===== src/design/metp_pkg.sv =====
// shared types, constants and helpers for the escape-time pixel block
// no dependencies; imported by every module of the block
`timescale 1ns / 1ps

package metp_pkg;

  // fixed field widths
  localparam int unsigned CoordW    = 32;  // width of c and z components
  localparam int unsigned IterW     = 12;  // iteration count / cap width
  localparam int unsigned ColorW    = 8;
  localparam int unsigned CfgW      = 32;  // widest config register
  localparam int unsigned CfgIdxW   = 3;
  localparam int unsigned OutTdataW = 40;  // 12 + 3*8 = 36, padded to bytes
  localparam int unsigned SumW      = 66;  // headroom for sums before saturation
  localparam int unsigned ProdW     = 64;  // exact 32x32 product
  localparam int unsigned PalBits   = 3;   // palette of 8 entries

  // queue between front and engine
  localparam int unsigned QueueDepth = 2;
  localparam int unsigned QueuePtrW  = $clog2(QueueDepth);
  localparam int unsigned QueueCntW  = $clog2(QueueDepth + 1);

  // config register indexes
  localparam logic [CfgIdxW-1:0] RegXLeft   = 3'd0;
  localparam logic [CfgIdxW-1:0] RegXStep   = 3'd1;
  localparam logic [CfgIdxW-1:0] RegYTop    = 3'd2;
  localparam logic [CfgIdxW-1:0] RegYStep   = 3'd3;
  localparam logic [CfgIdxW-1:0] RegMaxIter = 3'd4;

  // config reset values
  localparam logic signed [CoordW-1:0] XLeftRst   = -32'sd199990723;
  localparam logic signed [CoordW-1:0] XStepRst   = 32'sd448791;
  localparam logic signed [CoordW-1:0] YTopRst    = 32'sd87241523;
  localparam logic signed [CoordW-1:0] YStepRst   = 32'sd363506;
  localparam logic [IterW-1:0]         MaxIterRst = 12'd128;

  typedef struct packed {
    logic signed [CoordW-1:0] re;
    logic signed [CoordW-1:0] im;
  } cpoint_t;

  typedef struct packed {
    logic signed [CoordW-1:0] x_left;
    logic signed [CoordW-1:0] x_step;
    logic signed [CoordW-1:0] y_top;
    logic signed [CoordW-1:0] y_step;
  } map_cfg_t;

  typedef struct packed {
    logic [ColorW-1:0] red;
    logic [ColorW-1:0] green;
    logic [ColorW-1:0] blue;
  } rgb_t;

  typedef enum logic [1:0] {
    FS_IDLE,
    FS_MUL,
    FS_ADD,
    FS_PUSH
  } front_state_e;

  typedef enum logic [1:0] {
    ES_IDLE,
    ES_MUL,
    ES_EVAL,
    ES_DONE
  } eng_state_e;

  // clamp a wide signed value to the 32-bit signed range
  function automatic logic signed [CoordW-1:0] sat32(input logic signed [SumW-1:0] v);
    logic signed [SumW-1:0] hi;
    logic signed [SumW-1:0] lo;
    hi = SumW'($signed({1'b0, {(CoordW-1){1'b1}}}));
    lo = SumW'($signed({1'b1, {(CoordW-1){1'b0}}}));
    if (v > hi) begin
      sat32 = {1'b0, {(CoordW-1){1'b1}}};
    end else if (v < lo) begin
      sat32 = {1'b1, {(CoordW-1){1'b0}}};
    end else begin
      sat32 = v[CoordW-1:0];
    end
  endfunction

  // eight-entry color palette
  function automatic rgb_t palette(input logic [PalBits-1:0] idx);
    rgb_t c;
    unique case (idx)
      3'd0: c = '{red: 8'd255, green: 8'd0,   blue: 8'd0};
      3'd1: c = '{red: 8'd238, green: 8'd51,  blue: 8'd0};
      3'd2: c = '{red: 8'd9,   green: 8'd1,   blue: 8'd47};
      3'd3: c = '{red: 8'd4,   green: 8'd4,   blue: 8'd73};
      3'd4: c = '{red: 8'd0,   green: 8'd7,   blue: 8'd100};
      3'd5: c = '{red: 8'd12,  green: 8'd44,  blue: 8'd138};
      3'd6: c = '{red: 8'd24,  green: 8'd82,  blue: 8'd177};
      3'd7: c = '{red: 8'd57,  green: 8'd125, blue: 8'd209};
    endcase
    return c;
  endfunction

endpackage


===== src/design/metp_front.sv =====
// front end: takes a pixel request and maps column/row to the point c
// depends on metp_pkg
`timescale 1ns / 1ps

module metp_front #(
  parameter int unsigned COORD_BITS = 12
) (
  input  logic                      clk_i,
  input  logic                      rst_ni,
  input  metp_pkg::map_cfg_t        cfg_i,
  input  logic                      in_valid_i,
  output logic                      in_ready_o,
  input  logic [COORD_BITS-1:0]     column_i,
  input  logic [COORD_BITS-1:0]     row_i,
  output logic                      push_valid_o,
  input  logic                      push_ready_i,
  output metp_pkg::cpoint_t         push_data_o
);
  import metp_pkg::*;

  localparam int unsigned MulW = COORD_BITS + CoordW + 1;

  front_state_e state_q, state_d;

  logic [COORD_BITS-1:0]    col_q, row_q;
  logic signed [MulW-1:0]   prod_x_q, prod_y_q;
  cpoint_t                  c_q;

  // next state
  always_comb begin
    state_d = state_q;
    unique case (state_q)
      FS_IDLE: if (in_valid_i) state_d = FS_MUL;
      FS_MUL:  state_d = FS_ADD;
      FS_ADD:  state_d = FS_PUSH;
      FS_PUSH: if (push_ready_i) state_d = FS_IDLE;
      default: state_d = FS_IDLE;
    endcase
  end

  // outputs
  always_comb begin
    in_ready_o   = (state_q == FS_IDLE);
    push_valid_o = (state_q == FS_PUSH);
  end

  assign push_data_o = c_q;

  always_ff @(posedge clk_i or negedge rst_ni) begin
    if (!rst_ni) begin
      state_q <= FS_IDLE;
    end else begin
      state_q <= state_d;
    end
  end

  // datapath
  always_ff @(posedge clk_i) begin
    if (state_q == FS_IDLE && in_valid_i) begin
      col_q <= column_i;
      row_q <= row_i;
    end
    if (state_q == FS_MUL) begin
      prod_x_q <= $signed({1'b0, col_q}) * cfg_i.x_step;
      prod_y_q <= $signed({1'b0, row_q}) * cfg_i.y_step;
    end
    if (state_q == FS_ADD) begin
      c_q.re <= sat32(SumW'(prod_x_q) + SumW'(cfg_i.x_left));
      c_q.im <= sat32(SumW'(prod_y_q) - SumW'(cfg_i.y_top));
    end
  end

endmodule


===== config.mk =====
export PLATFORM = sky130hd
export DESIGN_NAME = metp_front
export DESIGN_NICKNAME = d
export VERILOG_FILES = /design/src/design/metp_pkg.sv /design/src/design/metp_front.sv
export SDC_FILE = /design/constraint.sdc
export NUM_CORES = 2
export LEC_CHECK = 0
export ABC_AREA = 1
export BUFFER_PORTS_ARGS = -buffer_cell sky130_fd_sc_hd__buf_2
export CAP_MARGIN = 10
export CORE_MARGIN = 5
export CORE_UTILIZATION = 50
export DETAILED_ROUTE_END_ITERATION = 12
export PLACE_DENSITY = 0.63
export RECOVER_POWER = 50
export SLEW_MARGIN = 40
export SYNTH_ARGS = -nofsm -noshare
export SYNTH_HDL_FRONTEND = slang
export SYNTH_SLANG_ARGS = --single-unit

===== constraint.sdc =====
create_clock -name clk_i -period 12.61 [get_ports clk_i]
set_input_delay 3.783 -clock clk_i [delete_from_list [all_inputs] [get_ports clk_i]]
set_output_delay 3.783 -clock clk_i [all_outputs]
set_load 0.02 [all_outputs]

Word-level counts from Yosys, hierarchy flattened
Index checks and enable logic that the tools add are counted.
{"block": "op_classes", "n_addsub": 2, "mul": 2, "order_cmp": 4, "n_eq_ne": 5, "mux": 5, "n_reduce_logical": 3}
{"operator": "greater-than comparator 46 x 32 -> 1 bit (second input constant)", "n": 2}
{"operator": "less-than comparator 46 x 32 -> 1 bit (second input constant)", "n": 2}
{"operator": "multiplier 13 x 32 -> 45 bit", "n": 2}
{"operator": "2-to-1 mux 32 bit", "n": 2}
{"operator": "adder 45 x 32 -> 46 bit", "n": 1}
{"operator": "subtractor 45 x 32 -> 46 bit", "n": 1}
{"operator": "case mux 2 bit (4 select lines)", "n": 1}
{"operator": "equality test 2 bit (second input constant)", "n": 2}
{"operator": "2-to-1 mux 2 bit", "n": 2}
{"operator": "equality test 2 x 1 -> 1 bit (second input constant)", "n": 1}
{"operator": "zero test 2 bit", "n": 1}
{"operator": "!= test 2 x 1 -> 1 bit (second input constant)", "n": 1}
{"operator": "!= test 2 bit (second input constant)", "n": 1}
{"operator": "AND reduction 2 bit", "n": 1}
{"operator": "logical AND 1 bit", "n": 1}
{"block": "word_totals", "ff_bits": 180, "inputBits": 156, "output_inout_bits": 66, "word_cells": 28}

Logic depth before layout (Yosys ltp)
{"block": "logic_depth", "depth_word": 3, "mapped_depth": 26}

Worst setup path after synthesis
OpenSTA, ideal clock, no wires.
{"block": "synth_path", "path_type": "input to register", "start": "in cfg_i[8] (netlist bit)", "end": "reg prod_y_q[28], data pin", "arrival_ns": 8.406, "t_required_ns": 12.345, "setup_slack_ns": 3.939, "stages": 22, "n_path_buf": 1, "path_cell_list": "clkbuf_1 > nand2_1 > inv_1 > fa_1 > inv_1 > fa_1 > inv_1 > fa_1 > fa_1 > inv_1 > fa_1 > inv_1 > ha_1 > nand2_1 > inv_1 > a21oi_1 > o21ai_2 > a21boi_0 > o21ai_1 > a21boi_0 > o21ai_0 > xor2_1"}
{"block": "synth_between", "elab_chain_len": 1}
{"element": "start, declared", "line": "metp_front.sv:10", "rtl": "input metp_pkg::map_cfg_t cfg_i,"}
{"element": "multiplier 13 x 32 -> 45 bit", "line": "metp_front.sv:65", "rtl": "prod_y_q <= $signed({1'b0, row_q}) * cfg_i.y_step;"}
{"element": "end signal, assigned", "line": "metp_front.sv:65"}
{"element": "end, declared", "line": "metp_front.sv:26", "rtl": "logic signed [MulW-1:0] prod_x_q, prod_y_q;"}
No other way between the ends.
A chain may end at the register's enable or synchronous reset.

Final worst setup path
{"block": "layout_path", "start": "in cfg_i[73] (netlist bit)", "end": "reg prod_x_q[39], data pin"}
{"block": "layout_between", "elab_chain_len": 1}
{"element": "multiplier 13 x 32 -> 45 bit", "line": "metp_front.sv:64", "rtl": "prod_x_q <= $signed({1'b0, col_q}) * cfg_i.x_step;"}
{"element": "end signal, assigned", "line": "metp_front.sv:64"}
{"element": "end, declared", "line": "metp_front.sv:26"}
No other way between the ends.

==> flow_summary.yaml <==
run_status:
  run_status: "finished with violations"
  failed_checks: "max-capacitance violations, max-slew violations"
setup_path:
  critical_path_required_ns: 12.81
  startpoint_types: "input port"
  rr_startpoint: "col_q[2]"
  worst-r2r-cell-count: 19
  rr_endpoint: "prod_x_q[42]"
  kind_of_end_point_of_the_critical_path: "flop"
  maximum_net_fanout_on_the_critical_path: 12
  crit_type: "input port to flop"
  timing.reg2reg.setup_slack_ns: 6.45
  worst-endpoint-arrival_ns: 8.94
routing:
  detailedRoute.firstIterationViolations: 2277
  count_of_antenna_violating_nets_left_after_detailed_routing: 0
  detail_route.drc_violations: 0
  detailedRoute.firstPassIterationCount: 6
  finalWirelength_mm: 108.6
  routedWlPerCell_um: 15.99
  route.vias.total: 33676
  drt-vias-per-instance: 4.960
global_routing:
  antenna_violations_before_repair: 7
  grtUsageTotal_pct: 25.16
  global_route_wire_length_before_repair_mm: 176.0
  global_route.overflow_total: 0
  grt_start_max_net_pins: 66
  vias_in_the_first_global_route: 33306
min_path:
  hold_critical_path_depth: 2
  min-delay-start: "state_q[1]"
  min_delay_worst_endpoint: "state_q[1]"
  hold_class: "flop to flop"
layout:
  multi_input_gate_area_mm2: 0.02890
  syn2layout_area_growth_pct: 6.427
  final_layout_size_suffix_gt1_share_pct: 5.127
  filler_cell_count: 8099
  nNetsFinal: 6831
  layout.area.seq_mm2: 0.005395
timing:
  setup_violations: 0
  final_period_minus_worst_setup_slack_ns: 8.741
  finalHoldViolCount: 0
  rsz_0062_raised_after_global_routing: "false"
  fin_worst_skew_ns: 0.01456
  fmax_mhz: 114.4
  tightest_slew_ns: 3.312
  layout_worst_path_cycle_share_pct: 69.32
  setup-tns-final_ns: 0
  slew_headroom_pct: -120.8
  maxSlewViolCount: 184
job:
  maxCapViolCount: 4
die:
  area_enclosed_by_the_die_boundary_mm2: 0.08799
  core_box_area_mm2: 0.08172
  initial_core_util_pct: 50.27
  rows: 105
  die_h_um: 296.6
  floorplan.die.width_um: 296.6
  pin_count: 222
logic_synthesis:
  synthesized_nets: 6712
  post_synth_xor_area_fraction_pct: 2.580
  largest_family_of_logic_cells_by_synthesized_area: "adder cells"
  dominantRegCellSynth: "sky130_fd_sc_hd__edfxtp_1"
  synth_area_mm2: 0.04108
  synth_sequential_area_ratio_pct: 13.13
  synth-edff-count: 178
  synth_compound_gate_area_share_pct: 5.236
  post_synth_fa_ha_maj_area_fraction_pct: 41.93
  synth_cell_type_count: 46
  netlist_instances: 5586
  ys_async_sr_fraction_pct: 1.111
  synth.area.mux_share_pct: 0
  warnings_synthesis: 0
  fraction_of_the_mapped_netlist_area_in_simple_logic_gates_pct: 20.60
  ys_ff_latch: 180
  synth.avg_cell_area_um2: 7.354
cts:
  ctsResizeCount: 0
  cts-buffers-inserted: 17
  clock_latency_reported_for_the_late_side_of_the_worst_skew_pair_ns: 0.48
  cts_root_buffer: "sky130_fd_sc_hd__clkbuf_16"
  postCtsSetupRepairBufs: 0
  tritoncts_num_sinks: 180
  cts.clk_slew.worst_paths_ns: 0.07
  clock_tree_from_tritoncts: "done"
  htreeDepth: 4
  cts_hold_buf: 0
  ctsLongestPathBuffers: 2
placed_design:
  io_buffer_count: 221
  post-dp-hpwl_mm: 91.86
  finalWeightedCongestion: 0.9348
==> per-stage QoR <==
stage          area [um2]  utilization (%)  hold WS [ns]  std cells  setup slack [ns]
4_1_cts             43740            53.53        0.6534       6785             3.933
3_5_place_dp        43110            52.76        0.6380       6756             3.417
2_1_floorplan       41080                -        0.5566       5586             3.939
3_3_place_gp        43110            52.75        0.6500       6756             3.469
5_1_grt             43720            53.50        0.6566       6790             3.622
6_report            43720            53.50        0.6104       6790             3.869
==> synth_stat cells (3+ instances only) <==
master                        n  share of area [%]
sky130_fd_sc_hd__edfxtp_1   178                 13
sky130_fd_sc_hd__nor3_1      27               0.33
sky130_fd_sc_hd__o21a_1      12               0.22
sky130_fd_sc_hd__nor2_2      11               0.17
sky130_fd_sc_hd__a21boi_1     3              0.055
sky130_fd_sc_hd__a21boi_0    11               0.20
sky130_fd_sc_hd__nand3b_1    14               0.26
sky130_fd_sc_hd__nand4_1     37               0.56
sky130_fd_sc_hd__fa_1       678                 33
sky130_fd_sc_hd__nand2_1   1654                 15
sky130_fd_sc_hd__o21ai_0     74               0.90
sky130_fd_sc_hd__o31ai_1      3              0.055
sky130_fd_sc_hd__and2_1       6              0.091
sky130_fd_sc_hd__inv_1     1636                 15
sky130_fd_sc_hd__o21ai_1     10               0.12
sky130_fd_sc_hd__a211oi_1     3              0.055
sky130_fd_sc_hd__ha_1       292                8.9
sky130_fd_sc_hd__nand2_2      7               0.11
sky130_fd_sc_hd__o211ai_1     5              0.091
sky130_fd_sc_hd__buf_4        3              0.055
sky130_fd_sc_hd__clkbuf_1   136                1.2
sky130_fd_sc_hd__nor2_1     266                2.4
sky130_fd_sc_hd__a31oi_1     24               0.37
sky130_fd_sc_hd__xnor2_1     48                1.0
sky130_fd_sc_hd__a21o_1      13               0.24
sky130_fd_sc_hd__o21bai_1    13               0.24
sky130_fd_sc_hd__nand3_1    116                1.4
sky130_fd_sc_hd__a21oi_1    203                2.5
sky130_fd_sc_hd__xor2_1      73                1.6
sky130_fd_sc_hd__buf_6        9               0.25
==> cells in the final DEF (no fill, tap or decap), types with 3 or more instances in the layout <==
| cell | instances |
|---|---|
| sky130_fd_sc_hd__nand2_1 | 1653 |
| sky130_fd_sc_hd__inv_1 | 1636 |
| sky130_fd_sc_hd__fa_1 | 678 |
| sky130_fd_sc_hd__ha_1 | 292 |
| sky130_fd_sc_hd__nor2_1 | 266 |
| sky130_fd_sc_hd__buf_2 | 215 |
| sky130_fd_sc_hd__a21oi_1 | 203 |
| sky130_fd_sc_hd__edfxtp_1 | 178 |
| sky130_fd_sc_hd__nand3_1 | 116 |
| sky130_fd_sc_hd__o21ai_0 | 74 |
| sky130_fd_sc_hd__xor2_1 | 73 |
| sky130_fd_sc_hd__xnor2_1 | 48 |
| sky130_fd_sc_hd__nand4_1 | 37 |
| sky130_fd_sc_hd__nor3_1 | 27 |
| sky130_fd_sc_hd__a31oi_1 | 24 |
| sky130_fd_sc_hd__buf_4 | 24 |
| sky130_fd_sc_hd__clkbuf_16 | 17 |
| sky130_fd_sc_hd__nand3b_1 | 14 |
| sky130_fd_sc_hd__a21o_1 | 13 |
| sky130_fd_sc_hd__o21bai_1 | 13 |
| sky130_fd_sc_hd__o21a_1 | 12 |
| sky130_fd_sc_hd__a21boi_0 | 11 |
| sky130_fd_sc_hd__nor2_2 | 11 |
| sky130_fd_sc_hd__o21ai_1 | 10 |
| sky130_fd_sc_hd__clkbuf_1 | 9 |
| sky130_fd_sc_hd__nand2_2 | 8 |
| sky130_fd_sc_hd__and2_1 | 6 |
| sky130_fd_sc_hd__diode_2 | 5 |
| sky130_fd_sc_hd__o211ai_1 | 5 |
| sky130_fd_sc_hd__bufinv_16 | 5 |
| sky130_fd_sc_hd__a211oi_1 | 3 |
| sky130_fd_sc_hd__o31ai_1 | 3 |
| sky130_fd_sc_hd__a21boi_1 | 3 |
| sky130_fd_sc_hd__inv_6 | 3 |
==> cell families (layout without fill, tap and decap cells) <==
family	count (synthesis)	after routing
buf+inv	1786	1915
other cells	0	5
fa+ha+maj	970	970
simple gates	2145	2145
xor+xnor	121	121
compound gates	384	384
flops	180	180
==> state kept, by name, summed over array words and instances, names as in the netlist <==
name         flops
col_q           12
prod_y_q        45
state_q          2
push_data_o     64
row_q           12
prod_x_q        45
==> final cells by class <==
| type | instances | share of cell area (%) |
|---|---|---|
| Timing Repair Buffer | 248 | 2.951 |
| Clock inverter | 12 | 0.4693 |
| Tap cell | 1070 | 3.062 |
| Inverter | 1638 | 14.06 |
| Antenna cell | 5 | 0.02862 |
| Sequential cell | 180 | 12.34 |
| Multi-Input combinational cell | 3620 | 66.11 |
| Clock buffer | 17 | 0.9730 |
==> per-layer routing <==
metal,part of all wire (%),global-route usage (%),wire length (um)
met5,0.0064,0,7
met1,49,39.19,53100
met2,42,37.35,45930
met4,2.3,6.682,2467
met3,6.5,3.054,7096
==> worst max path at each step <==
stage | from | to | slack, ns | depth (start not counted)
final | cfg_i[73] | prod_x_q[39] | 3.87 | 24
after detailed placement | cfg_i[95] | prod_x_q[42] | 3.42 | 19
after CTS | cfg_i[95] | prod_x_q[42] | 3.93 | 19
after global routing | cfg_i[8] | prod_y_q[28] | 3.62 | 22
after global placement | cfg_i[72] | prod_x_q[39] | 3.47 | 24
after floorplan | cfg_i[8] | prod_y_q[28] | 3.94 | 22
==> critical path: stages <==
cell and delay (ns):
sky130_fd_sc_hd__buf_2 0.18, sky130_fd_sc_hd__nand2_1 0.09, sky130_fd_sc_hd__inv_1 0.06, sky130_fd_sc_hd__fa_1 0.52
sky130_fd_sc_hd__inv_1 0.05, sky130_fd_sc_hd__fa_1 0.47, sky130_fd_sc_hd__inv_1 0.05, sky130_fd_sc_hd__fa_1 0.50
sky130_fd_sc_hd__fa_1 0.56, sky130_fd_sc_hd__inv_1 0.05, sky130_fd_sc_hd__fa_1 0.47, sky130_fd_sc_hd__inv_1 0.04
sky130_fd_sc_hd__ha_1 0.32, sky130_fd_sc_hd__a21oi_1 0.24, sky130_fd_sc_hd__o21ai_0 0.13, sky130_fd_sc_hd__a21oi_1 0.26
sky130_fd_sc_hd__inv_1 0.07, sky130_fd_sc_hd__nand2_1 0.06, sky130_fd_sc_hd__nand2_1 0.09, sky130_fd_sc_hd__a21oi_1 0.29
sky130_fd_sc_hd__o21ai_0 0.20, sky130_fd_sc_hd__nand3_1 0.14, sky130_fd_sc_hd__o21ai_0 0.13, sky130_fd_sc_hd__xor2_1 0.20
Power is left out: the tool's default activity adds up to more than one toggle a clock period on the data nets, which glitch-free logic cannot reach.
