<file path="src/design/metp_pkg.sv">
// shared types, constants and helpers for the escape-time pixel block
// no dependencies; imported by every module of the block
`timescale 1ns / 1ps

package metp_pkg;

  // fixed field widths
  localparam int unsigned CoordW    = 32;  // width of c and z components
  localparam int unsigned IterW     = 12;  // iteration count / cap width
  localparam int unsigned ColorW    = 8;
  localparam int unsigned CfgW      = 32;  // widest config register
  localparam int unsigned CfgIdxW   = 3;
  localparam int unsigned OutTdataW = 40;  // 12 + 3*8 = 36, padded to bytes
  localparam int unsigned SumW      = 66;  // headroom for sums before saturation
  localparam int unsigned ProdW     = 64;  // exact 32x32 product
  localparam int unsigned PalBits   = 3;   // palette of 8 entries

  // queue between front and engine
  localparam int unsigned QueueDepth = 2;
  localparam int unsigned QueuePtrW  = $clog2(QueueDepth);
  localparam int unsigned QueueCntW  = $clog2(QueueDepth + 1);

  // config register indexes
  localparam logic [CfgIdxW-1:0] RegXLeft   = 3'd0;
  localparam logic [CfgIdxW-1:0] RegXStep   = 3'd1;
  localparam logic [CfgIdxW-1:0] RegYTop    = 3'd2;
  localparam logic [CfgIdxW-1:0] RegYStep   = 3'd3;
  localparam logic [CfgIdxW-1:0] RegMaxIter = 3'd4;

  // config reset values
  localparam logic signed [CoordW-1:0] XLeftRst   = -32'sd199990723;
  localparam logic signed [CoordW-1:0] XStepRst   = 32'sd448791;
  localparam logic signed [CoordW-1:0] YTopRst    = 32'sd87241523;
  localparam logic signed [CoordW-1:0] YStepRst   = 32'sd363506;
  localparam logic [IterW-1:0]         MaxIterRst = 12'd128;

  typedef struct packed {
    logic signed [CoordW-1:0] re;
    logic signed [CoordW-1:0] im;
  } cpoint_t;

  typedef struct packed {
    logic signed [CoordW-1:0] x_left;
    logic signed [CoordW-1:0] x_step;
    logic signed [CoordW-1:0] y_top;
    logic signed [CoordW-1:0] y_step;
  } map_cfg_t;

  typedef struct packed {
    logic [ColorW-1:0] red;
    logic [ColorW-1:0] green;
    logic [ColorW-1:0] blue;
  } rgb_t;

  typedef enum logic [1:0] {
    FS_IDLE,
    FS_MUL,
    FS_ADD,
    FS_PUSH
  } front_state_e;

  typedef enum logic [1:0] {
    ES_IDLE,
    ES_MUL,
    ES_EVAL,
    ES_DONE
  } eng_state_e;

  // clamp a wide signed value to the 32-bit signed range
  function automatic logic signed [CoordW-1:0] sat32(input logic signed [SumW-1:0] v);
    logic signed [SumW-1:0] hi;
    logic signed [SumW-1:0] lo;
    hi = SumW'($signed({1'b0, {(CoordW-1){1'b1}}}));
    lo = SumW'($signed({1'b1, {(CoordW-1){1'b0}}}));
    if (v > hi) begin
      sat32 = {1'b0, {(CoordW-1){1'b1}}};
    end else if (v < lo) begin
      sat32 = {1'b1, {(CoordW-1){1'b0}}};
    end else begin
      sat32 = v[CoordW-1:0];
    end
  endfunction

  // eight-entry color palette
  function automatic rgb_t palette(input logic [PalBits-1:0] idx);
    rgb_t c;
    unique case (idx)
      3'd0: c = '{red: 8'd255, green: 8'd0,   blue: 8'd0};
      3'd1: c = '{red: 8'd238, green: 8'd51,  blue: 8'd0};
      3'd2: c = '{red: 8'd9,   green: 8'd1,   blue: 8'd47};
      3'd3: c = '{red: 8'd4,   green: 8'd4,   blue: 8'd73};
      3'd4: c = '{red: 8'd0,   green: 8'd7,   blue: 8'd100};
      3'd5: c = '{red: 8'd12,  green: 8'd44,  blue: 8'd138};
      3'd6: c = '{red: 8'd24,  green: 8'd82,  blue: 8'd177};
      3'd7: c = '{red: 8'd57,  green: 8'd125, blue: 8'd209};
    endcase
    return c;
  endfunction

endpackage

</file>
<file path="src/design/metp_queue.sv">
// two-entry queue of points between front end and iteration engine
// depends on metp_pkg
`timescale 1ns / 1ps

module metp_queue (
  input  logic                clk_i,
  input  logic                rst_ni,
  input  logic                push_valid_i,
  output logic                push_ready_o,
  input  metp_pkg::cpoint_t   push_data_i,
  output logic                pop_valid_o,
  input  logic                pop_ready_i,
  output metp_pkg::cpoint_t   pop_data_o
);
  import metp_pkg::*;

  cpoint_t                mem_q [QueueDepth];
  logic [QueuePtrW-1:0]   wr_ptr_q, rd_ptr_q;
  logic [QueueCntW-1:0]   cnt_q;
  logic                   do_push, do_pop;

  assign push_ready_o = (cnt_q != QueueCntW'(QueueDepth));
  assign pop_valid_o  = (cnt_q != '0);
  assign pop_data_o   = mem_q[rd_ptr_q];
  assign do_push      = push_valid_i && push_ready_o;
  assign do_pop       = pop_valid_o && pop_ready_i;

  function automatic logic [QueuePtrW-1:0] next_ptr(input logic [QueuePtrW-1:0] p);
    return (p == QueuePtrW'(QueueDepth - 1)) ? '0 : p + QueuePtrW'(1);
  endfunction

  always_ff @(posedge clk_i or negedge rst_ni) begin
    if (!rst_ni) begin
      wr_ptr_q <= '0;
      rd_ptr_q <= '0;
      cnt_q    <= '0;
    end else begin
      if (do_push) wr_ptr_q <= next_ptr(wr_ptr_q);
      if (do_pop)  rd_ptr_q <= next_ptr(rd_ptr_q);
      if (do_push && !do_pop) begin
        cnt_q <= cnt_q + QueueCntW'(1);
      end else if (do_pop && !do_push) begin
        cnt_q <= cnt_q - QueueCntW'(1);
      end
    end
  end

  always_ff @(posedge clk_i) begin
    if (do_push) mem_q[wr_ptr_q] <= push_data_i;
  end

endmodule

</file>
<file path="config.mk">
export PLATFORM = sky130hd
export DESIGN_NAME = metp_queue
export DESIGN_NICKNAME = d
export VERILOG_FILES = /design/src/design/metp_pkg.sv /design/src/design/metp_queue.sv
export SDC_FILE = /design/constraint.sdc
export NUM_CORES = 1
export LEC_CHECK = 0
export ABC_AREA = 1
export BUFFER_PORTS_ARGS = -buffer_cell sky130_fd_sc_hd__buf_2
export CELL_PAD_IN_SITES_DETAIL_PLACEMENT = 0
export CELL_PAD_IN_SITES_GLOBAL_PLACEMENT = 2
export CORE_MARGIN = 3
export CORE_UTILIZATION = 33
export CTS_BUF_LIST = sky130_fd_sc_hd__clkbuf_8
export DETAILED_ROUTE_END_ITERATION = 6
export PLACE_DENSITY_LB_ADDON = 0.25
export SLEW_MARGIN = 40
export SYNTH_ARGS = -nofsm -noshare
export SYNTH_HDL_FRONTEND = slang
export SYNTH_SLANG_ARGS = --single-unit
</file>
<file path="constraint.sdc">
create_clock -name clk_i -period 6.63 [get_ports clk_i]
set_clock_uncertainty 0.1 [all_clocks]
set_input_delay 0 -clock clk_i [delete_from_list [all_inputs] [get_ports clk_i]]
set_output_delay 0 -clock clk_i [all_outputs]
set_load 0.005 [all_outputs]
</file>
==> Yosys cells after proc, flatten, opt, wreduce, memory -nomap -nowiden <==
Memory sizes are Yosys's and may differ from the RTL's.
Cells that the tools add are included.
{ "word_totals": {"in_bits": 68, "mem_count": 1, "latchBits": 0, "rom_bits": 0, "reg_bits": 4, "mem_bits_rw": 128, "output_inout_bits": 66, "wordCells": 23} }
{ "op_classes": {"mux": 6, "magnitude_cmp": 0, "reduce_logical": 8, "n_mul": 0, "n_div": 0, "n_shift": 0, "n_addsub": 4, "n_bitwise": 0, "n_eq_ne": 1} }
{ "memory_table": {"columns": ["name", "depth", "word_bits", "rd", "rd_ports_with_merged_regs", "wr", "line", "text"], "rows": [
  ["mem_q", 2, 64, 1, 0, 1, "metp_queue.sv:17", "cpoint_t mem_q [QueueDepth];"]
]} }
{ "ops": {"columns": ["cell", "n"], "rows": [
  ["$logic_and 1x1->1", 4],
  ["$mux 1", 4],
  ["$mux 2", 2],
  ["$reduce_bool 2->1", 2],
  ["$add 1x1->1 const B", 2],
  ["$add 2x1->2 const B", 1],
  ["$logic_not 1->1", 2],
  ["$ne 2x2->1 const B", 1],
  ["$sub 2x1->2 const B", 1]
]} }

==> Logic depth before layout (Yosys ltp) <==
Gate-level depths: netlist (run 1).
{ "logic_depth": {"ltp_word": 6, "depth_mapped": 10} }

==> Least setup slack after synthesis (run 1) <==
OpenSTA, ideal clock, no wires.
{ "synth_timing": {"path_kind": "register to register", "start": "register cnt_q[0]", "end": "memory mem_q[0][0] (netlist name), enable pin", "path_slack_ps": 2742, "required_time_ps": 6044, "setup_ps": 486, "stages_incl_launch_ff": 5, "n_path_buf": 0, "t_arrival_ps": 3302, "cell_sequence": "dfrtp_1 inv_1 nand2_1 nand2_1 nor2_1"} }
{ "synth_between": {"elab_chain_len": 4} }
{ "synth_lines": {"columns": ["element", "line", "text"], "rows": [
  ["from (decl)", "metp_queue.sv:19", "logic [QueueCntW-1:0] cnt_q;"],
  ["from (signal assigned)", "metp_queue.sv:41", "cnt_q <= cnt_q + QueueCntW'(1);"],
  ["from (signal assigned)", "metp_queue.sv:43", "cnt_q <= cnt_q - QueueCntW'(1);"],
  ["$ne 2x2->1", "metp_queue.sv:22", "assign push_ready_o = (cnt_q != QueueCntW'(QueueDepth));"],
  ["via push_ready_o", "metp_queue.sv:9", "output logic push_ready_o,"],
  ["$logic_and 1x1->1", "metp_queue.sv:25", "assign do_push = push_valid_i && push_ready_o;"],
  ["$mux 1", "metp_queue.sv:49", "if (do_push) mem_q[wr_ptr_q] <= push_data_i;"],
  ["$mux 1 (implied by the code)", "metp_queue.sv:49", null],
  ["to (decl)", "metp_queue.sv:17", null]
]} }
The timed path passes the listed nets, and every way through them passes these cells.

==> metrics.md, run 1 <==
| Metric | Value |
|---|---|
| Routed len/inst | 13.8 um |
| Clk pin slew, worst setup/hold paths | 0.07 ns |
| DR vias/cell | 4.22 |
| # Post-CTS Setup Buffers | 0 |
| Worst vdd ir | 0.178 mV |
| Worst hold stages | 2 |
| Hold Vio Cnt, Final | 0 |
| Drt pass-1 iters | 4 |
| Total CTS buffers | 17 |
| Root Driver | clkbuf_8 |
| Cells after Synth | 363 |
| Outcome | finished clean |
| CTS tree | done |
| Routed WL | 10.6 mm |
| Reg2Reg Depth | 5 |
| F_max | 381 MHz |
| Port bufs | 133 |
| DIE WIDTH | 128 um |
| Count leader, synth | nand2_1 |
| Synth Net Count | 432 |
| Leading area contributor after synthesis | edfxtp_1 |
| WP data arrival | 2.52 ns |
| Critical Path RT | 6.53 ns |
| Area Growth Syn to Fin | 39.5% |
| Worst skew pair latency | 0.42 ns |
| Initial DRC count | 233 |
| Internal power | 1810 uW |
| N_diodes | 0 |
| Reg-to-Reg End | mem_q[0][17] |
| Max clock buf depth | 2 |
| Antenna Nets Post-Route | 0 |
| Maxcap violations | 0 |
| Final Power | 2660 uW |
| Minimum clock period | 2.62 ns |
| Flop pwr share | 44.5% |
| Share of Yosys cell area claimed by the top area cell type | 78.9% |
| Total Neg Setup Slack | 0 ns |
| Hold Crit Start | push_data_i[13] |
| Sw frac | 32.2% |
| Total GRT Usage | 13.6% |
| R2R Setup Slk | 4.39 ns |
| CTS H-tree lvls | 4 |
| Async SR Flop Fraction | 3.03% |
| Fin nets | 642 |
| Period utilization | 39.6% |
| Core ar. | 14100 um^2 |
| Post-DP HPWL | 6.51 mm |
| Finish-stage setup viols | 0 |
| Synth Flop Type | edfxtp_1 |
| Global-route wire length before repair | 16.8 mm |
| Sequential cell area | 3950 um^2 |
| Global route overflow | 0 |
| Ys Warns | 0 |
| Min-delay worst type | input port to flop |
| Die area | 16300 um^2 |
| Vias | 3229 |
| Largest net degree at the start of global routing | 67 |
| Power Density | 392 nW/um^2 |
| Setup CP Type | flop to output port |
| Hold slack | 0.201 ns |
| Nature of the critical path endpoint | output port |
| Die Ht | 128 um |
| Ports | 134 |
| Fill cell count | 1271 |
| Syn avg cell area | 13.4 um^2 |
| Post-synthesis cell type count | 13 |
| Headroom to the max-slew limit | 48.7% |
| DRC violations left | 0 |
| Lkg Pwr | 0.00292 uW |
| Top cells by count, synth | nand2_1, edfxtp_1, buf_4 |
| Clock share of power | 25.0% |
| CP max FO | 66 |
| Number of synthesized flops with an enable pin | 128 |
| Initial antenna violation count | 0 |
| Worst Hold Path EP | mem_q[1][13] |
| #FFs+latches synth | 132 |
| Sequential element share of the synthesized area | 80.9% |
| Worst Max-Slew Pin Slew | 0.769 ns |
| Number of global-route vias before repair | 3179 |
| Clock sinks | 132 |
| Layout cells sized above 1 | 29.4% |
| Starting Density | 34.4% |
| Final GP Congestion | 0.719 |
| Synth area leaders | edfxtp_1, nand2_1, dfrtp_1 |
| Startpoint types | flop |
| RSZ-0062 raised after global routing | false |
| Fin. max-slew vios | 0 |
| Gate power share | 30.5% |
| Synth Cell Area | 4870 um^2 |
| FF-to-FF Start | cnt_q[0] |
| P_sw | 859 uW |
| Area of the multi-input gates | 827 um^2 |
| FP Rows | 43 |
per-stage QoR:
| step | instances | utilization, % | setup slack (ns) | cell area (um^2) |
|---|---|---|---|---|
| final | 766 | 48.0 | 4.01 | 6800 |
| after global routing | 766 | 48.0 | 3.75 | 6800 |
| after CTS | 766 | 48.0 | 3.92 | 6800 |
| after detailed placement | 666 | 40.4 | 4.38 | 5720 |
| after global placement | 666 | 40.4 | 4.42 | 5720 |
| after floorplan | 363 | - | 2.74 | 4870 |
cells in the final DEF (no fill, tap or decap):
master and instances:
buf_2 133, buf_4 4, bufinv_16 3, clkbuf_8 17, clkinv_1 1, clkinv_2 6, clkinv_4 1, clkinvlp_4 3
dfrtp_1 3, dfrtp_2 1, dlygate4sd3_1 68, edfxtp_1 128, ha_1 1, inv_1 6, inv_2 1, inv_6 1
nand2_1 202, nand3_1 2, nand4_1 1, nor2_4 2, xnor2_1 1, xor2_1 1
flip-flops by register name, indices dropped and copies added, names as in the netlist:
signal and cells:
rd_ptr_q 1, cnt_q 2, wr_ptr_q 1, mem_q 128
what timing repair did:
| item | CTS | global route |
|---|---|---|
| hold endpoints to repair | 135 | 0 |
| hold buffers | 68 | 0 |
| gates resized for setup | 0 | 0 |
power by group through the flow:
stage / registers (uW) / clock network, uW / logic (uW)
floorplan: 1210 / 0 / 451
global placement: 1200 / 0 / 807
detailed placement: 1200 / 0 / 811
CTS: 1190 / 683 / 844
global route: 1200 / 725 / 927
finish: 1190 / 666 / 813
final cells by class:
class                   count  share of cell area [%]
inverters                   7                   0.387
well taps                 180                    3.31
clock inverters            15                    2.41
repair buffers            205                    20.2
clock buffers              17                    3.44
flip-flops and latches    132                    58.0
multi-input cells         210                    12.2
cell families after synthesis:
kind of cell | count (synthesis) | share of synthesized area [%]
xor+xnor | 2 | 0.360
fa+ha+maj | 1 | 0.257
buf+inv | 21 | 2.39
flops | 132 | 80.9
simple gates | 207 | 16.1
metal layers:
| metal | vias to the layer above | GRT usage (%) | share of wire (%) |
|---|---|---|---|
| met4 | 0 | 4.54 | 1.0 |
| li1 | 1636 | - | - |
| met2 | 98 | 22.2 | 48 |
| met3 | 6 | 4.26 | 5.8 |
| met5 | - | 0 | 0 |
| met1 | 1489 | 17.2 | 45 |
how the worst max path moves through the flow:
stage                         from             end  slack [ns]  depth (start not counted)
after floorplan           cnt_q[0]     mem_q[0][0]        2.74                          4
after global placement    rd_ptr_q  pop_data_o[17]        4.42                          6
after detailed placement  cnt_q[0]     mem_q[0][9]        4.38                          5
after CTS                 rd_ptr_q  pop_data_o[17]        3.92                          6
after global routing      rd_ptr_q  pop_data_o[17]        3.75                          6
final                     rd_ptr_q  pop_data_o[17]        4.01                          6
critical path: stages (launching register included):
cell and delay, ns:
dfrtp_2 0.34, buf_4 0.58, inv_2 0.42, buf_4 0.40, nand2_1 0.11, nand2_1 0.08, buf_2 0.13
Power figures use the tool's default switching activity.
==> inputs of run 2 (changes only) <==
==> constraint.sdc (replaced) <==
create_clock -name clk_i -period 2.75 [get_ports clk_i]
set_clock_uncertainty 0.1 [all_clocks]
set_input_delay 0 -clock clk_i [delete_from_list [all_inputs] [get_ports clk_i]]
set_output_delay 0 -clock clk_i [all_outputs]
set_load 0.005 [all_outputs]
==> run 2 against run 1 <==
Net effect: design area grew 0.50%; largest cell class unchanged; non-clock buffer count grew 2; sequential power increased by 140%; critical path type unchanged; combinational power up 140%; first-iteration DRC count down 20%.
==> metrics.md, run 2 (synthesis results as in run 1) <==
| Metric | Value |
|---|---|
| Maxcap violations | 0 |
| Lkg Pwr | 0.00294 uW |
| Number of global-route vias before repair | 3366 |
| Clock share of power | 25.3% |
| Sw frac | 31.3% |
| Period utilization | 71.2% |
| Hold slack | 0.193 ns |
| Gate power share | 30.7% |
| Starting Density | 34.4% |
| Minimum clock period | 1.96 ns |
| Biggest regs | mem_q x128, cnt_q x2 |
| PnR worst setup slack | 0.792 ns |
| Die area | 16300 um^2 |
| Initial DRC count | 186 |
| Layout cells sized above 1 | 28.4% |
| Clock sinks | 132 |
| Vias | 3238 |
| Total CTS buffers | 17 |
| # Post-CTS Setup Buffers | 0 |
| Max incr delay on CP | 0.44 ns |
| DR vias/cell | 4.22 |
| Ports | 134 |
| Die Ht | 128 um |
| Root Driver | clkbuf_8 |
| Crit path cell chain | inv_2, buf_12, nand2_1, nand2_1, buf_2 |
| Startpoint types | flop |
| Fin nets | 644 |
| Post-layout util | 48.3% |
| Pre-CTS WS | 0.961 ns |
| Worst vdd ir | 0.413 mV |
| WP data arrival | 1.86 ns |
| Routed WL | 10.4 mm |
| Power Density | 949 nW/um^2 |
| Internal power | 4450 uW |
| Fin. max-slew vios | 0 |
| N_diodes | 0 |
| Drt pass-1 iters | 4 |
| Buf/Inv on CP | 3 |
| Min-delay worst type | input port to flop |
| Nature of the critical path endpoint | output port |
| Clk pin slew, worst setup/hold paths | 0.07 ns |
| CTS tree | done |
| Post-DP HPWL | 6.49 mm |
| Largest net degree at the start of global routing | 66 |
| Flop pwr share | 44.0% |
| P_sw | 2030 uW |
| DIE WIDTH | 128 um |
| Hold Vio Cnt, Final | 0 |
| Met1 GRT Util | 15.3% |
| Headroom to the max-slew limit | 52.0% |
| Final GP Congestion | 0.726 |
| GR Layer Usage met2 | 22.8% |
| Crit-path leading delay family | buffers and inverters |
| Global route overflow | 0 |
| Setup CP Type | flop to output port |
| Core ar. | 14100 um^2 |
| Most frequent cells in the layout | nand2_1, buf_2, edfxtp_1 |
| F_max | 511 MHz |
| RSZ-0062 raised after global routing | false |
| CP max stage cell | inv_2 |
| Max FFs per register | 128 |
| CTS H-tree lvls | 4 |
| Antenna Nets Post-Route | 0 |
| Critical Path RT | 2.65 ns |
| Outcome | finished clean |
| Max clock buf depth | 2 |
| Reg with most FFs | mem_q |
| Most common cell after layout, fill and taps aside | nand2_1 |
| Initial antenna violation count | 0 |
| Routed len/inst | 13.5 um |
| Area Growth Syn to Fin | 40.2% |
| Port bufs | 133 |
| Critical Path Most Common Cell | nand2_1 |
| CP max FO | 36 |
| Worst skew pair latency | 0.42 ns |
| Global-route wire length before repair | 16.5 mm |
| Finish-stage setup viols | 0 |
| Grt met3 use | 4.97% |
| Worst Max-Slew Pin Slew | 0.720 ns |
| GR peak layer | met2 |
| FP Rows | 43 |
| DRC violations left | 0 |
| Total GRT Usage | 13.4% |
run 2: cell count changes in the layout (fill, tap and decap cells not counted), sizes merged:
| cell | previous run | this run |
|---|---|---|
| clkinvlp | 3 | 2 |
| bufinv | 3 | 4 |
| buf | 137 | 139 |
run 2: path summary, 6_finish.rpt:
| path | cells after the start | from | end | slack (ns) |
|---|---|---|---|---|
| max | 5 | rd_ptr_q | pop_data_o[57] | 0.79 |
| min | 2 | push_data_i[56] | mem_q[1][56] | 0.19 |
| max reg2reg | 5 | cnt_q[0] | mem_q[0][27] | 0.99 |
| min reg2reg | 2 | cnt_q[1] | cnt_q[1] | 0.41 |
| max in group asynchronous | 3 | rst_ni | rd_ptr_q | 2.00 |
| min in group asynchronous | 3 | rst_ni | rd_ptr_q | 0.37 |
run 2: layer usage:
layer | up-vias | share of wire, %
li1 | 1640 | -
met1 | 1486 | 41
met2 | 99 | 51
met3 | 13 | 7.3
met4 | 0 | 1.6
met5 | - | 0
run 2: final cells by class:
class,count,area [um^2]
clock buffers,17,234
clock inverters,15,170
fillers,1285,7320
inverters,7,26.3
multi-input cells,210,827
flip-flops and latches,132,3950
well taps,180,225
repair buffers,207,1400
run 2: power groups by stage:
stage | registers (uW) | clock network, uW | logic, uW
6_report | 2850 | 1640 | 1990
4_1_cts | 2860 | 1700 | 2080
3_5_place_dp | 2900 | 0 | 1990
5_1_grt | 2890 | 1780 | 2280
3_3_place_gp | 2890 | 0 | 1970
2_1_floorplan | 2900 | 0 | 1090
run 2: metrics by stage:
stage | total power (uW) | instances | setup TNS, ns | instance area, um^2
finish | 6480 | 768 | 0 | 6830
global route | 6960 | 768 | 0 | 6830
CTS | 6630 | 768 | 0 | 6830
detailed placement | 4900 | 668 | 0 | 5750
global placement | 4860 | 668 | 0 | 5750
floorplan | 3990 | 363 | -10.60 | 4880
run 2: repair_timing:
| action | 4_1_cts | 5_1_grt |
|---|---|---|
| endpoints found under the hold margin | 135 | 0 |
| gates resized for setup | 0 | 0 |
| hold buffers | 68 | 0 |
